$ cat config.mk
export PLATFORM = sky130hd
export DESIGN_NAME = depth_pixel_deprojection_core_flat
export DESIGN_NICKNAME = d
export VERILOG_FILES = /design/src/rtl/dpd_pkg.sv /design/src/rtl/dpd_ifs.sv /design/src/rtl/depth_pixel_deprojection_core.sv /design/src/rtl/dpd_div.sv /design/src/rtl/dpd_ctrl.sv /design/src/rtl/dpd_dp.sv /design/src/flat_wrapper.sv
export SDC_FILE = /design/constraint.sdc
export NUM_CORES = 2
export LEC_CHECK = 0
export BUFFER_PORTS_ARGS = -buffer_cell sky130_fd_sc_hd__buf_2
export CORE_UTILIZATION = 51
export DETAILED_ROUTE_END_ITERATION = 10
export PLACE_DENSITY = 0.66
export SYNTH_ARGS = -nofsm -noshare
export SYNTH_HDL_FRONTEND = slang
export SYNTH_HIERARCHICAL = 1
export SYNTH_SLANG_ARGS = --single-unit
export TNS_END_PERCENT = 1
$ cat constraint.sdc
create_clock -name clk_i -period 16.77 [get_ports clk_i]
set_input_delay 2.5155 -clock clk_i [delete_from_list [all_inputs] [get_ports clk_i]]
set_output_delay 2.5155 -clock clk_i [all_outputs]
set_load 0.02 [all_outputs]
$ cat src/rtl/dpd_pkg.sv
package dpd_pkg;

  localparam int unsigned MaxLine    = 4096;
  localparam int unsigned MaxStride  = 64;
  localparam int unsigned IdxW       = $clog2(MaxLine);
  localparam int unsigned PhW        = $clog2(MaxStride);
  localparam int unsigned StrideW    = 7;
  localparam int unsigned ZW         = 16;
  localparam int unsigned RgbW       = 24;
  localparam int unsigned FocW       = 24;
  localparam int unsigned CenW       = 20;
  localparam int unsigned PosW       = 34;
  localparam int unsigned MagW       = 20;
  localparam int unsigned ProdW      = MagW + ZW;
  localparam int unsigned DvdW       = ProdW + 4;
  localparam int unsigned QW         = 33;
  localparam int unsigned CfgIdxW    = 3;
  localparam int unsigned DivCntW    = $clog2(DvdW);

  // configuration register indexes
  localparam logic [CfgIdxW-1:0] CFG_MIN_DEPTH = 3'd0;
  localparam logic [CfgIdxW-1:0] CFG_MAX_DEPTH = 3'd1;
  localparam logic [CfgIdxW-1:0] CFG_FOCAL_X   = 3'd2;
  localparam logic [CfgIdxW-1:0] CFG_FOCAL_Y   = 3'd3;
  localparam logic [CfgIdxW-1:0] CFG_CENTER_X  = 3'd4;
  localparam logic [CfgIdxW-1:0] CFG_CENTER_Y  = 3'd5;
  localparam logic [CfgIdxW-1:0] CFG_STRIDE    = 3'd6;
  localparam logic [CfgIdxW-1:0] CFG_INCL_RGB  = 3'd7;

  // divider job select
  localparam logic [1:0] DIV_X    = 2'd0;
  localparam logic [1:0] DIV_Y    = 2'd1;
  localparam logic [1:0] DIV_GREY = 2'd2;

  typedef struct packed {
    logic       load;
    logic       mul_en;
    logic       mul_y;
    logic       div_start;
    logic       cap;
    logic [1:0] sel;
    logic       out_load;
  } dpd_cmd_t;

  typedef struct packed {
    logic kept;
    logic eof;
    logic grey;
    logic div_done;
  } dpd_sts_t;

endpackage

$ cat src/rtl/dpd_ifs.sv
interface dpd_pix_if;
  logic        valid;
  logic        ready;
  logic [15:0] depth_raw;
  logic [23:0] color_rgb;
  logic        color_fresh;
  logic        start_of_frame;
  logic        end_of_row;
  logic        end_of_frame;
  modport source (output valid, depth_raw, color_rgb, color_fresh, start_of_frame,
                  end_of_row, end_of_frame, input ready);
  modport sink (input valid, depth_raw, color_rgb, color_fresh, start_of_frame,
                end_of_row, end_of_frame, output ready);
endinterface

interface dpd_pt_if;
  logic        valid;
  logic        ready;
  logic [33:0] point_x;
  logic [33:0] point_y;
  logic [15:0] point_z;
  logic [23:0] point_rgb;
  logic        point_valid;
  logic        frame_end;
  modport source (output valid, point_x, point_y, point_z, point_rgb, point_valid,
                  frame_end, input ready);
  modport sink (input valid, point_x, point_y, point_z, point_rgb, point_valid,
                frame_end, output ready);
endinterface

interface dpd_cfg_if;
  logic        valid;
  logic        ready;
  logic [2:0]  index;
  logic [23:0] data;
  modport source (output valid, index, data, input ready);
  modport sink (input valid, index, data, output ready);
endinterface

$ cat src/rtl/depth_pixel_deprojection_core.sv
// Depth pixel deprojection core.
// pix_i  : sink of raster-order raw depth pixels with frame/row markers.
// pt_o   : source of result items, one per kept pixel or frame-end pixel.
// cfg_i  : register write channel, always ready; write only while idle.
// A pixel transfer is taken when the core is idle. A dropped pixel with no
// frame end goes from decode back to idle; a frame end without a point goes
// through decode and the output state. A kept pixel takes two multiply passes
// and two 40-step restoring divides by the focal lengths (one bit per cycle,
// shared divider), plus a third divide for the grey level when colour is
// stale in colour mode. The shared divider sets the rate.
// Results sit in an output register, so the next pixel is taken while a
// finished point still waits; if the receiver stalls, a second finished
// point holds the core until the register frees.
// Reset clears the raster counters, output valid and loads the register
// defaults; no clearing pass is needed.
module depth_pixel_deprojection_core (
  input  logic      clk_i,
  input  logic      rst_ni,
  dpd_pix_if.sink   pix_i,
  dpd_pt_if.source  pt_o,
  dpd_cfg_if.sink   cfg_i
);
  import dpd_pkg::*;

  dpd_cmd_t cmd;
  dpd_sts_t sts;

  // config writes are always accepted
  assign cfg_i.ready = 1'b1;

  dpd_ctrl u_ctrl (
    .clk_i       (clk_i),
    .rst_ni      (rst_ni),
    .in_valid_i  (pix_i.valid),
    .in_ready_o  (pix_i.ready),
    .out_valid_o (pt_o.valid),
    .out_ready_i (pt_o.ready),
    .sts_i       (sts),
    .cmd_o       (cmd)
  );

  // datapath: counters, multiplier, divider, output register
  dpd_dp u_dp (
    .clk_i            (clk_i),
    .rst_ni           (rst_ni),
    .cmd_i            (cmd),
    .sts_o            (sts),
    .cfg_we_i         (cfg_i.valid),
    .cfg_idx_i        (cfg_i.index),
    .cfg_data_i       (cfg_i.data),
    .depth_raw_i      (pix_i.depth_raw),
    .color_rgb_i      (pix_i.color_rgb),
    .color_fresh_i    (pix_i.color_fresh),
    .start_of_frame_i (pix_i.start_of_frame),
    .end_of_row_i     (pix_i.end_of_row),
    .end_of_frame_i   (pix_i.end_of_frame),
    .point_x_o        (pt_o.point_x),
    .point_y_o        (pt_o.point_y),
    .point_z_o        (pt_o.point_z),
    .point_rgb_o      (pt_o.point_rgb),
    .point_valid_o    (pt_o.point_valid),
    .frame_end_o      (pt_o.frame_end)
  );
endmodule

$ cat src/rtl/dpd_div.sv
module dpd_div (
  input  logic                       clk_i,
  input  logic                       rst_ni,
  input  logic                       start_i,
  input  logic [dpd_pkg::DvdW-1:0]   dividend_i,
  input  logic [dpd_pkg::FocW-1:0]   divisor_i,
  output logic                       done_o,
  output logic [dpd_pkg::DvdW-1:0]   quot_o
);
  import dpd_pkg::*;

  logic               busy_q, busy_d, done_q, done_d;
  logic [DivCntW-1:0] cnt_q, cnt_d;
  logic [DvdW-1:0]    sh_q, sh_d;
  logic [FocW-1:0]    rem_q, rem_d, dvs_q, dvs_d;
  logic [FocW:0]      trial;
  logic               ge;

  // restoring, one quotient bit per cycle
  assign trial = {rem_q, sh_q[DvdW-1]};
  assign ge    = trial >= {1'b0, dvs_q};

  always_comb begin
    busy_d = busy_q;
    done_d = 1'b0;
    cnt_d  = cnt_q;
    sh_d   = sh_q;
    rem_d  = rem_q;
    dvs_d  = dvs_q;
    if (start_i) begin
      busy_d = 1'b1;
      cnt_d  = '0;
      sh_d   = dividend_i;
      rem_d  = '0;
      dvs_d  = divisor_i;
    end else if (busy_q) begin
      sh_d  = {sh_q[DvdW-2:0], ge};
      rem_d = ge ? FocW'(trial - {1'b0, dvs_q}) : trial[FocW-1:0];
      cnt_d = cnt_q + 1'b1;
      if (cnt_q == DivCntW'(DvdW - 1)) begin
        busy_d = 1'b0;
        done_d = 1'b1;
      end
    end
  end

  always_ff @(posedge clk_i or negedge rst_ni) begin
    if (!rst_ni) begin
      busy_q <= 1'b0;
      done_q <= 1'b0;
      cnt_q  <= '0;
    end else begin
      busy_q <= busy_d;
      done_q <= done_d;
      cnt_q  <= cnt_d;
    end
  end

  always_ff @(posedge clk_i) begin
    sh_q  <= sh_d;
    rem_q <= rem_d;
    dvs_q <= dvs_d;
  end

  assign done_o = done_q;
  assign quot_o = sh_q;
endmodule

$ cat src/rtl/dpd_ctrl.sv
module dpd_ctrl (
  input  logic              clk_i,
  input  logic              rst_ni,
  input  logic              in_valid_i,
  output logic              in_ready_o,
  output logic              out_valid_o,
  input  logic              out_ready_i,
  input  dpd_pkg::dpd_sts_t sts_i,
  output dpd_pkg::dpd_cmd_t cmd_o
);
  import dpd_pkg::*;

  localparam logic [3:0] S_IDLE = 4'd0;
  localparam logic [3:0] S_DEC  = 4'd1;
  localparam logic [3:0] S_MX   = 4'd2;
  localparam logic [3:0] S_SX   = 4'd3;
  localparam logic [3:0] S_WX   = 4'd4;
  localparam logic [3:0] S_MY   = 4'd5;
  localparam logic [3:0] S_SY   = 4'd6;
  localparam logic [3:0] S_WY   = 4'd7;
  localparam logic [3:0] S_SG   = 4'd8;
  localparam logic [3:0] S_WG   = 4'd9;
  localparam logic [3:0] S_OUT  = 4'd10;

  logic [3:0] st_q, st_d;
  logic       ov_q, ov_d;
  logic       slot_free;

  assign slot_free  = !ov_q || out_ready_i;
  assign in_ready_o = (st_q == S_IDLE);

  always_comb begin
    st_d  = st_q;
    cmd_o = '0;
    cmd_o.sel = DIV_X;
    ov_d  = ov_q && !out_ready_i;
    case (st_q)
      S_IDLE: begin
        if (in_valid_i) begin
          cmd_o.load = 1'b1;
          st_d = S_DEC;
        end
      end
      S_DEC: begin
        if (sts_i.kept)     st_d = S_MX;
        else if (sts_i.eof) st_d = S_OUT;
        else                st_d = S_IDLE;
      end
      S_MX: begin
        cmd_o.mul_en = 1'b1;
        st_d = S_SX;
      end
      S_SX: begin
        cmd_o.div_start = 1'b1;
        st_d = S_WX;
      end
      S_WX: begin
        if (sts_i.div_done) begin
          cmd_o.cap = 1'b1;
          st_d = S_MY;
        end
      end
      S_MY: begin
        cmd_o.mul_en = 1'b1;
        cmd_o.mul_y  = 1'b1;
        st_d = S_SY;
      end
      S_SY: begin
        cmd_o.sel = DIV_Y;
        cmd_o.div_start = 1'b1;
        st_d = S_WY;
      end
      S_WY: begin
        cmd_o.sel = DIV_Y;
        if (sts_i.div_done) begin
          cmd_o.cap = 1'b1;
          st_d = sts_i.grey ? S_SG : S_OUT;
        end
      end
      S_SG: begin
        cmd_o.sel = DIV_GREY;
        cmd_o.div_start = 1'b1;
        st_d = S_WG;
      end
      S_WG: begin
        cmd_o.sel = DIV_GREY;
        if (sts_i.div_done) begin
          cmd_o.cap = 1'b1;
          st_d = S_OUT;
        end
      end
      S_OUT: begin
        if (slot_free) begin
          cmd_o.out_load = 1'b1;
          ov_d = 1'b1;
          st_d = S_IDLE;
        end
      end
      default: st_d = S_IDLE;
    endcase
  end

  always_ff @(posedge clk_i or negedge rst_ni) begin
    if (!rst_ni) begin
      st_q <= S_IDLE;
      ov_q <= 1'b0;
    end else begin
      st_q <= st_d;
      ov_q <= ov_d;
    end
  end

  assign out_valid_o = ov_q;
endmodule

$ cat src/rtl/dpd_dp.sv
module dpd_dp (
  input  logic                          clk_i,
  input  logic                          rst_ni,
  input  dpd_pkg::dpd_cmd_t             cmd_i,
  output dpd_pkg::dpd_sts_t             sts_o,
  input  logic                          cfg_we_i,
  input  logic [dpd_pkg::CfgIdxW-1:0]   cfg_idx_i,
  input  logic [dpd_pkg::FocW-1:0]      cfg_data_i,
  input  logic [dpd_pkg::ZW-1:0]        depth_raw_i,
  input  logic [dpd_pkg::RgbW-1:0]      color_rgb_i,
  input  logic                          color_fresh_i,
  input  logic                          start_of_frame_i,
  input  logic                          end_of_row_i,
  input  logic                          end_of_frame_i,
  output logic [dpd_pkg::PosW-1:0]      point_x_o,
  output logic [dpd_pkg::PosW-1:0]      point_y_o,
  output logic [dpd_pkg::ZW-1:0]        point_z_o,
  output logic [dpd_pkg::RgbW-1:0]      point_rgb_o,
  output logic                          point_valid_o,
  output logic                          frame_end_o
);
  import dpd_pkg::*;

  // configuration
  logic [ZW-1:0]      min_q, max_q;
  logic [FocW-1:0]    fx_q, fy_q;
  logic [CenW-1:0]    cx_q, cy_q;
  logic [StrideW-1:0] str_q;
  logic               incl_q;

  always_ff @(posedge clk_i or negedge rst_ni) begin
    if (!rst_ni) begin
      min_q  <= ZW'(50);
      max_q  <= ZW'(3000);
      fx_q   <= FocW'(153600);
      fy_q   <= FocW'(153600);
      cx_q   <= CenW'(81920);
      cy_q   <= CenW'(61440);
      str_q  <= StrideW'(1);
      incl_q <= 1'b0;
    end else if (cfg_we_i) begin
      case (cfg_idx_i)
        CFG_MIN_DEPTH: min_q  <= cfg_data_i[ZW-1:0];
        CFG_MAX_DEPTH: max_q  <= cfg_data_i[ZW-1:0];
        CFG_FOCAL_X:   fx_q   <= cfg_data_i;
        CFG_FOCAL_Y:   fy_q   <= cfg_data_i;
        CFG_CENTER_X:  cx_q   <= cfg_data_i[CenW-1:0];
        CFG_CENTER_Y:  cy_q   <= cfg_data_i[CenW-1:0];
        CFG_STRIDE:    str_q  <= cfg_data_i[StrideW-1:0];
        CFG_INCL_RGB:  incl_q <= cfg_data_i[0];
        default: ;
      endcase
    end
  end

  // raster counters
  logic [IdxW-1:0]    row_q, col_q, row_d, col_d, row_c, col_c;
  logic [PhW-1:0]     rph_q, cph_q, rph_d, cph_d, rph_c, cph_c;
  logic [StrideW-1:0] s_eff;
  logic               kept_c;

  assign s_eff = (str_q == '0) ? StrideW'(1) :
                 (str_q > StrideW'(MaxStride)) ? StrideW'(MaxStride) : str_q;

  always_comb begin
    row_c = start_of_frame_i ? '0 : row_q;
    col_c = start_of_frame_i ? '0 : col_q;
    rph_c = start_of_frame_i ? '0 : rph_q;
    cph_c = start_of_frame_i ? '0 : cph_q;
    kept_c = (rph_c == '0) && (cph_c == '0) && (depth_raw_i != '0) &&
             (depth_raw_i >= min_q) && (depth_raw_i <= max_q);
    row_d = row_c;
    col_d = col_c;
    rph_d = rph_c;
    cph_d = cph_c;
    if (end_of_frame_i) begin
      row_d = '0;
      col_d = '0;
      rph_d = '0;
      cph_d = '0;
    end else if (end_of_row_i) begin
      col_d = '0;
      cph_d = '0;
      row_d = (&row_c) ? row_c : row_c + 1'b1;
      rph_d = ({1'b0, rph_c} + 1'b1 >= s_eff) ? '0 : rph_c + 1'b1;
    end else begin
      col_d = (&col_c) ? col_c : col_c + 1'b1;
      cph_d = ({1'b0, cph_c} + 1'b1 >= s_eff) ? '0 : cph_c + 1'b1;
    end
  end

  always_ff @(posedge clk_i or negedge rst_ni) begin
    if (!rst_ni) begin
      row_q <= '0;
      col_q <= '0;
      rph_q <= '0;
      cph_q <= '0;
    end else if (cmd_i.load) begin
      row_q <= row_d;
      col_q <= col_d;
      rph_q <= rph_d;
      cph_q <= cph_d;
    end
  end

  // item registers
  logic [MagW-1:0] px, py, magx_c, magy_c, magx_q, magy_q;
  logic            negx_c, negy_c, negx_q, negy_q;
  logic [ZW-1:0]   z_q;
  logic [RgbW-1:0] rgb_q;
  logic            fresh_q, eof_q, kept_q;

  assign px     = {col_c, 8'd0};
  assign py     = {row_c, 8'd0};
  assign negx_c = px < cx_q;
  assign negy_c = py < cy_q;
  assign magx_c = negx_c ? cx_q - px : px - cx_q;
  assign magy_c = negy_c ? cy_q - py : py - cy_q;

  always_ff @(posedge clk_i) begin
    if (cmd_i.load) begin
      z_q     <= depth_raw_i;
      rgb_q   <= color_rgb_i;
      fresh_q <= color_fresh_i;
      eof_q   <= end_of_frame_i;
      kept_q  <= kept_c;
      magx_q  <= magx_c;
      magy_q  <= magy_c;
      negx_q  <= negx_c;
      negy_q  <= negy_c;
    end
  end

  // shared multiplier, then shared divider
  logic [ProdW-1:0] prod_q;
  always_ff @(posedge clk_i) begin
    if (cmd_i.mul_en) prod_q <= (cmd_i.mul_y ? magy_q : magx_q) * z_q;
  end

  logic [FocW-1:0] fx_eff, fy_eff, span, dvs;
  logic [ZW-1:0]   dz, sp16;
  logic [RgbW-1:0] gnum;
  logic [DvdW-1:0] dvd, quot;
  logic            div_done;

  assign fx_eff = (fx_q[FocW-1:8] == '0) ? FocW'(256) : fx_q;
  assign fy_eff = (fy_q[FocW-1:8] == '0) ? FocW'(256) : fy_q;
  assign sp16   = max_q - min_q;
  assign span   = (sp16 == '0) ? FocW'(1) : FocW'(sp16);
  assign dz     = max_q - z_q;
  assign gnum   = RgbW'({dz, 8'd0}) - RgbW'(dz);

  always_comb begin
    case (cmd_i.sel)
      DIV_X:    begin dvd = {prod_q, 4'd0}; dvs = fx_eff; end
      DIV_Y:    begin dvd = {prod_q, 4'd0}; dvs = fy_eff; end
      DIV_GREY: begin dvd = DvdW'(gnum);    dvs = span;   end
      default:  begin dvd = '0;             dvs = FocW'(1); end
    endcase
  end

  dpd_div u_div (
    .clk_i      (clk_i),
    .rst_ni     (rst_ni),
    .start_i    (cmd_i.div_start),
    .dividend_i (dvd),
    .divisor_i  (dvs),
    .done_o     (div_done),
    .quot_o     (quot)
  );

  logic [QW-1:0] qx_q, qy_q;
  logic [7:0]    g_q;
  always_ff @(posedge clk_i) begin
    if (cmd_i.cap) begin
      case (cmd_i.sel)
        DIV_X:    qx_q <= quot[QW-1:0];
        DIV_Y:    qy_q <= quot[QW-1:0];
        DIV_GREY: g_q  <= quot[7:0];
        default: ;
      endcase
    end
  end

  // output register
  logic [PosW-1:0] sx, sy;
  logic [RgbW-1:0] rgb_sel;
  assign sx = negx_q ? PosW'(0) - PosW'(qx_q) : PosW'(qx_q);
  assign sy = negy_q ? PosW'(0) - PosW'(qy_q) : PosW'(qy_q);
  assign rgb_sel = !incl_q ? '0 : fresh_q ? rgb_q : {g_q, g_q, g_q};

  always_ff @(posedge clk_i) begin
    if (cmd_i.out_load) begin
      point_x_o     <= kept_q ? sx : '0;
      point_y_o     <= kept_q ? sy : '0;
      point_z_o     <= kept_q ? z_q : '0;
      point_rgb_o   <= kept_q ? rgb_sel : '0;
      point_valid_o <= kept_q;
      frame_end_o   <= eof_q;
    end
  end

  assign sts_o.kept     = kept_q;
  assign sts_o.eof      = eof_q;
  assign sts_o.grey     = incl_q && !fresh_q;
  assign sts_o.div_done = div_done;
endmodule

$ cat src/flat_wrapper.sv
// flat-port wrapper written by rule: the top's interface ports become plain ports
module depth_pixel_deprojection_core_flat import dpd_pkg::*;
  (clk_i, rst_ni, pix_i_valid, pix_i_depth_raw, pix_i_color_rgb, pix_i_color_fresh, pix_i_start_of_frame, pix_i_end_of_row, pix_i_end_of_frame, pix_i_ready, pt_o_valid, pt_o_point_x, pt_o_point_y, pt_o_point_z, pt_o_point_rgb, pt_o_point_valid, pt_o_frame_end, pt_o_ready, cfg_i_valid, cfg_i_index, cfg_i_data, cfg_i_ready);
  dpd_pix_if pix_i_i ();
  dpd_pt_if pt_o_i ();
  dpd_cfg_if cfg_i_i ();
  input  logic clk_i;
  input  logic rst_ni;
  input wire logic [$bits(pix_i_i.valid)-1:0] pix_i_valid;
  input wire logic [$bits(pix_i_i.depth_raw)-1:0] pix_i_depth_raw;
  input wire logic [$bits(pix_i_i.color_rgb)-1:0] pix_i_color_rgb;
  input wire logic [$bits(pix_i_i.color_fresh)-1:0] pix_i_color_fresh;
  input wire logic [$bits(pix_i_i.start_of_frame)-1:0] pix_i_start_of_frame;
  input wire logic [$bits(pix_i_i.end_of_row)-1:0] pix_i_end_of_row;
  input wire logic [$bits(pix_i_i.end_of_frame)-1:0] pix_i_end_of_frame;
  output wire logic [$bits(pix_i_i.ready)-1:0] pix_i_ready;
  output wire logic [$bits(pt_o_i.valid)-1:0] pt_o_valid;
  output wire logic [$bits(pt_o_i.point_x)-1:0] pt_o_point_x;
  output wire logic [$bits(pt_o_i.point_y)-1:0] pt_o_point_y;
  output wire logic [$bits(pt_o_i.point_z)-1:0] pt_o_point_z;
  output wire logic [$bits(pt_o_i.point_rgb)-1:0] pt_o_point_rgb;
  output wire logic [$bits(pt_o_i.point_valid)-1:0] pt_o_point_valid;
  output wire logic [$bits(pt_o_i.frame_end)-1:0] pt_o_frame_end;
  input wire logic [$bits(pt_o_i.ready)-1:0] pt_o_ready;
  input wire logic [$bits(cfg_i_i.valid)-1:0] cfg_i_valid;
  input wire logic [$bits(cfg_i_i.index)-1:0] cfg_i_index;
  input wire logic [$bits(cfg_i_i.data)-1:0] cfg_i_data;
  output wire logic [$bits(cfg_i_i.ready)-1:0] cfg_i_ready;
  assign pix_i_i.valid = pix_i_valid;
  assign pix_i_i.depth_raw = pix_i_depth_raw;
  assign pix_i_i.color_rgb = pix_i_color_rgb;
  assign pix_i_i.color_fresh = pix_i_color_fresh;
  assign pix_i_i.start_of_frame = pix_i_start_of_frame;
  assign pix_i_i.end_of_row = pix_i_end_of_row;
  assign pix_i_i.end_of_frame = pix_i_end_of_frame;
  assign pix_i_ready = pix_i_i.ready;
  assign pt_o_valid = pt_o_i.valid;
  assign pt_o_point_x = pt_o_i.point_x;
  assign pt_o_point_y = pt_o_i.point_y;
  assign pt_o_point_z = pt_o_i.point_z;
  assign pt_o_point_rgb = pt_o_i.point_rgb;
  assign pt_o_point_valid = pt_o_i.point_valid;
  assign pt_o_frame_end = pt_o_i.frame_end;
  assign pt_o_i.ready = pt_o_ready;
  assign cfg_i_i.valid = cfg_i_valid;
  assign cfg_i_i.index = cfg_i_index;
  assign cfg_i_i.data = cfg_i_data;
  assign cfg_i_ready = cfg_i_i.ready;
  depth_pixel_deprojection_core u_core (.clk_i(clk_i), .rst_ni(rst_ni), .pix_i(pix_i_i), .pt_o(pt_o_i), .cfg_i(cfg_i_i));
endmodule
==> impl_metrics.csv <==
group,metric,value,unit
synthesis,ys_seq_area_share,39.2,%
sta,min_period_over_period,48.3,%
layout,area_growth_syn_to_layout,9.86,%
sta,fin_skew,0.0618,ns
floorplanning,floorplan.initialDensity,51.7,%
synthesis,ys_seq_elements,570,
placed_design,dpl_cell_area,0.0429,mm²
clocking,cts_hold_buf,0,
clocking,cts_max_level,2,
setup_path,crit_type,"flip-flop to flip-flop",
clocking,cts_buffer_depth,3,
grt,first_global_vias,28500,
synthesis,yosysMostFrequentCell,"inv_1",
drt,drc,0,
setup_path,crit_fanout,28,
floorplanning,dieWidth,285,µm
synthesis,synth-edff-count,369,
worst_hold_path,min_path_type,"flip-flop to flip-flop",
floorplanning,coreArea,0.0791,mm²
floorplanning,num_rows,103,
layout,final_cell_area,0.0449,mm²
sta,setup_ws,8.67,ns
synthesis,synth_area_leader_cell,"edfxtp_1",
floorplanning,dieArea,0.0813,mm²
synthesis,synth_cells,3909,
placed_design,dpl.hpwl,76.2,mm
power_and_ir_drop,p_switching,1.04,mW
clocking,cts_setup_buffers,0,
sta,rsz0062_at_grt,"false",
grt,overflow,0,
sta,final_max_slew_viol_count,0,
power_and_ir_drop,p_int,2.66,mW
layout,regArea,0.0160,mm²
layout,multiInputGateArea,0.0226,mm²
clocking,cts-root-buf,"clkbuf_16",
power_and_ir_drop,swShare,28.0,%
sta,finalCriticalPeriod,8.10,ns
worst_hold_path,hp-start,"u_core/u_dp/u_div/quot_o[20]$_DFFE_PP_",
worst_hold_path,min_to,"u_core/u_dp/qx_q[20]$_DFFE_PP_",
setup_path,reg2reg_depth,23,
power_and_ir_drop,p_comb_share,19.1,%
worst_hold_path,whs_path_depth,0,
setup_path,cp_slowest_cell,"mux2i_1",
power_and_ir_drop,ir_worst_vdd,87.2,µV
drt,drt_pass1_iterations,5,
placed_design,pre_cts_ws,8.76,ns
drt,wl,101,mm
synthesis,ys_warn_count,6,
setup_path,cp_data_arrival_time,8.46,ns
grt,grt_pass1_wl,160,mm
setup_path,cp.required,17.12,ns
clocking,path_clk_slew,0.06,ns
setup_path,worstSetupEndpointType,"flip-flop",
power_and_ir_drop,power.total,3.69,mW
drt,wl_per_cell,19.6,µm
floorplanning,ioPinCount,189,
layout,final_nets,4650,
setup_path,path_delay_family,"adder cells",
clocking,insertion_delay,0.66,ns
synthesis,syn_area_per_cell,10.5,µm²
status,status,"finished clean",
setup_path,r2r_end,"u_core/u_dp/prod_q[35]$_DFFE_PP_",
setup_path,r2r-start,"u_core/u_ctrl/st_q[2]$_DFFE_PN0P_",
setup_path,crit_top_cell,"fa_1",
synthesis,ys_async_sr_fraction,31.1,%
drt,wl_met2,47.8,mm
synthesis,ys_top_cells_by_count,"inv_1, edfxtp_1, nand2_1",
floorplanning,die_h,285,µm
synthesis,synth_top_area_share,27.1,%
power_and_ir_drop,pwr-share-clk,36.6,%
drt,num_vias,28700,
drt,ant_nets,0,
placed_design,place_congestion,0.892,
setup_path,cp.buffers_inverters,6,
grt,grt_max_degree,73,
placed_design,dp.cells,5034,
setup_path,crit_chain,"inv_1 > nor4b_2 > buf_4 > mux2i_1 > nor2_1 > fa_1 > inv_1 > fa_1 > fa_1 > fa_1 > inv_1 > fa_1 > inv_1 > fa_1 > inv_1 > ha_1 > a211o_1 > o311ai_0 > a21oi_1 > o21a_1 > a221o_1 > a31oi_1 > xnor2_1",
setup_path,cp-start-kind,"flip-flop",
clocking,clkSinkCount,570,
drt,drt_iter0_drc,2041,
power_and_ir_drop,p_seq_share,44.3,%
sta,worst_slew_pin_slew,1.12,ns
power_and_ir_drop,power_density,82.3,mW/mm²
sta,hold_violations,0,
grt,antenna_found_initial,2,
layout,fin_cells,5151,
sta,slew_headroom,25.3,%
drt,m1WireLength,45.4,mm
clocking,numCtsBuffers,61,
layout,fillers,6907,
flow_run,maxCapViolCount,0,
synthesis,ys_types,94,
synthesis,postSynthNetCount,4512,
drt,top_layer_used,"met4",
synthesis,syn-cell-area,0.0409,mm²
power_and_ir_drop,power_leakage,19.4,nW
sta,fmax,123,MHz
clocking,cts_resized,0,
grt,grt_usage,25.0,%
setup_path,worst-r2r-setup-slack,8.67,ns
setup_path,cpPeakStageDelay,0.66,ns
drt,dr_wl_met3,5.25,mm
clocking,cts_tree,"yes",
sta,finalSetupViolCount,0,
layout,drive_above_1_share,13.1,%
drt,vias_per_cell,5.58,
placed_design,io_buffers,187,
sta,fin_setup_tns,0,ns
synthesis,ys_top_cells_by_area,"edfxtp_1, fa_1, dfrtp_1",
synthesis,synth-main-ff-cell,"edfxtp_1",
-- power by group through the flow --
stage | Clock, mW | Sequential, mW | Combinational, mW
after CTS | 1.38 | 1.64 | 0.702
after global routing | 1.43 | 1.64 | 0.781
after global placement | 0 | 1.66 | 0.689
final | 1.35 | 1.64 | 0.705
after floorplan | 0 | 1.64 | 0.522
after detailed placement | 0 | 1.66 | 0.696
-- worst max path at each step --
| stage | start | to | slack [ns] | depth (start not counted) |
|---|---|---|---|---|
| final | u_core/u_ctrl/st_q[2]$_DFFE_PN0P_ | u_core/u_dp/prod_q[35]$_DFFE_PP_ | 8.67 | 23 |
| after global routing | u_core/u_ctrl/st_q[0]$_DFFE_PN0P_ | u_core/u_dp/prod_q[31]$_DFFE_PP_ | 8.21 | 22 |
| after CTS | u_core/u_ctrl/st_q[2]$_DFFE_PN0P_ | u_core/u_dp/prod_q[34]$_DFFE_PP_ | 8.70 | 25 |
| after detailed placement | u_core/u_ctrl/st_q[2]$_DFFE_PN0P_ | u_core/u_dp/prod_q[35]$_DFFE_PP_ | 8.76 | 23 |
| after global placement | u_core/u_ctrl/st_q[0]$_DFFE_PN0P_ | u_core/u_dp/prod_q[35]$_DFFE_PP_ | 8.84 | 22 |
| after floorplan | pt_o_ready | u_core/u_dp/frame_end_o$_DFFE_PP_ | 8.66 | 2 |
-- per-stage QoR --
step	hold slack, ns	utilization, %
floorplan	0.428	-
global placement	0.464	54.2
detailed placement	0.459	54.2
CTS	0.459	56.8
global route	0.485	56.8
finish	0.460	56.8
-- cell type report --
cell class,instances,share of cell area [%]
inverter,465,3.89
clock buffer,79,3.64
clock inverter,35,0.861
multi-input combinational,2727,50.3
tap,1050,2.92
antenna,3,0.0167
timing repair buffer,222,2.68
sequential,570,35.7
-- cells in the final DEF, fill, tap and decap left out, types with 49 or more instances in the layout --
cell type / count
a21o_1: 63
a21oi_1: 160
and2_1: 177
buf_2: 186
clkbuf_16: 61
dfrtp_1: 152
edfxtp_1: 369
fa_1: 255
ha_1: 272
inv_1: 459
mux2_2: 143
nand2_1: 359
nand2b_1: 56
nor2_1: 223
nor2b_1: 49
o21ai_0: 153
xnor2_1: 142
xor2_1: 64
-- kinds of logic after synthesis --
family	after synthesis	share of synthesized area, %
simple gates	1128	13.8
compound gates	677	11.0
buf+inv	612	5.72
flops	570	39.2
fa+ha+maj	527	20.8
xor+xnor	206	4.41
mux	188	5.05
other cells	1	0.00917
-- state kept, by name, summed over array words and instances (netlist names), 20 cells and up --
signal and flops:
u_core/u_dp/fx_q 24, u_core/u_dp/magx_q 20, u_core/u_dp/fy_q 24, u_core/u_dp/u_div/dvs_q 24, u_core/u_dp/u_div/quot_o 40, u_core/u_dp/cy_q 20
u_core/u_dp/point_rgb_o 24, u_core/u_dp/point_x_o 34, u_core/u_dp/qx_q 33, u_core/u_dp/magy_q 20, u_core/u_dp/qy_q 33, u_core/u_dp/point_y_o 34
u_core/u_dp/cx_q 20, u_core/u_dp/rgb_q 24, u_core/u_dp/prod_q 36, u_core/u_dp/u_div/rem_q 24
-- layer usage --
metal	global-route usage, %	vias up
met2	41.6	762
met4	6.42	0
li1	-	13700
met5	0	-
met1	34.4	14100
met3	3.42	156
No activity file was read; power rests on OpenSTA's default activity.
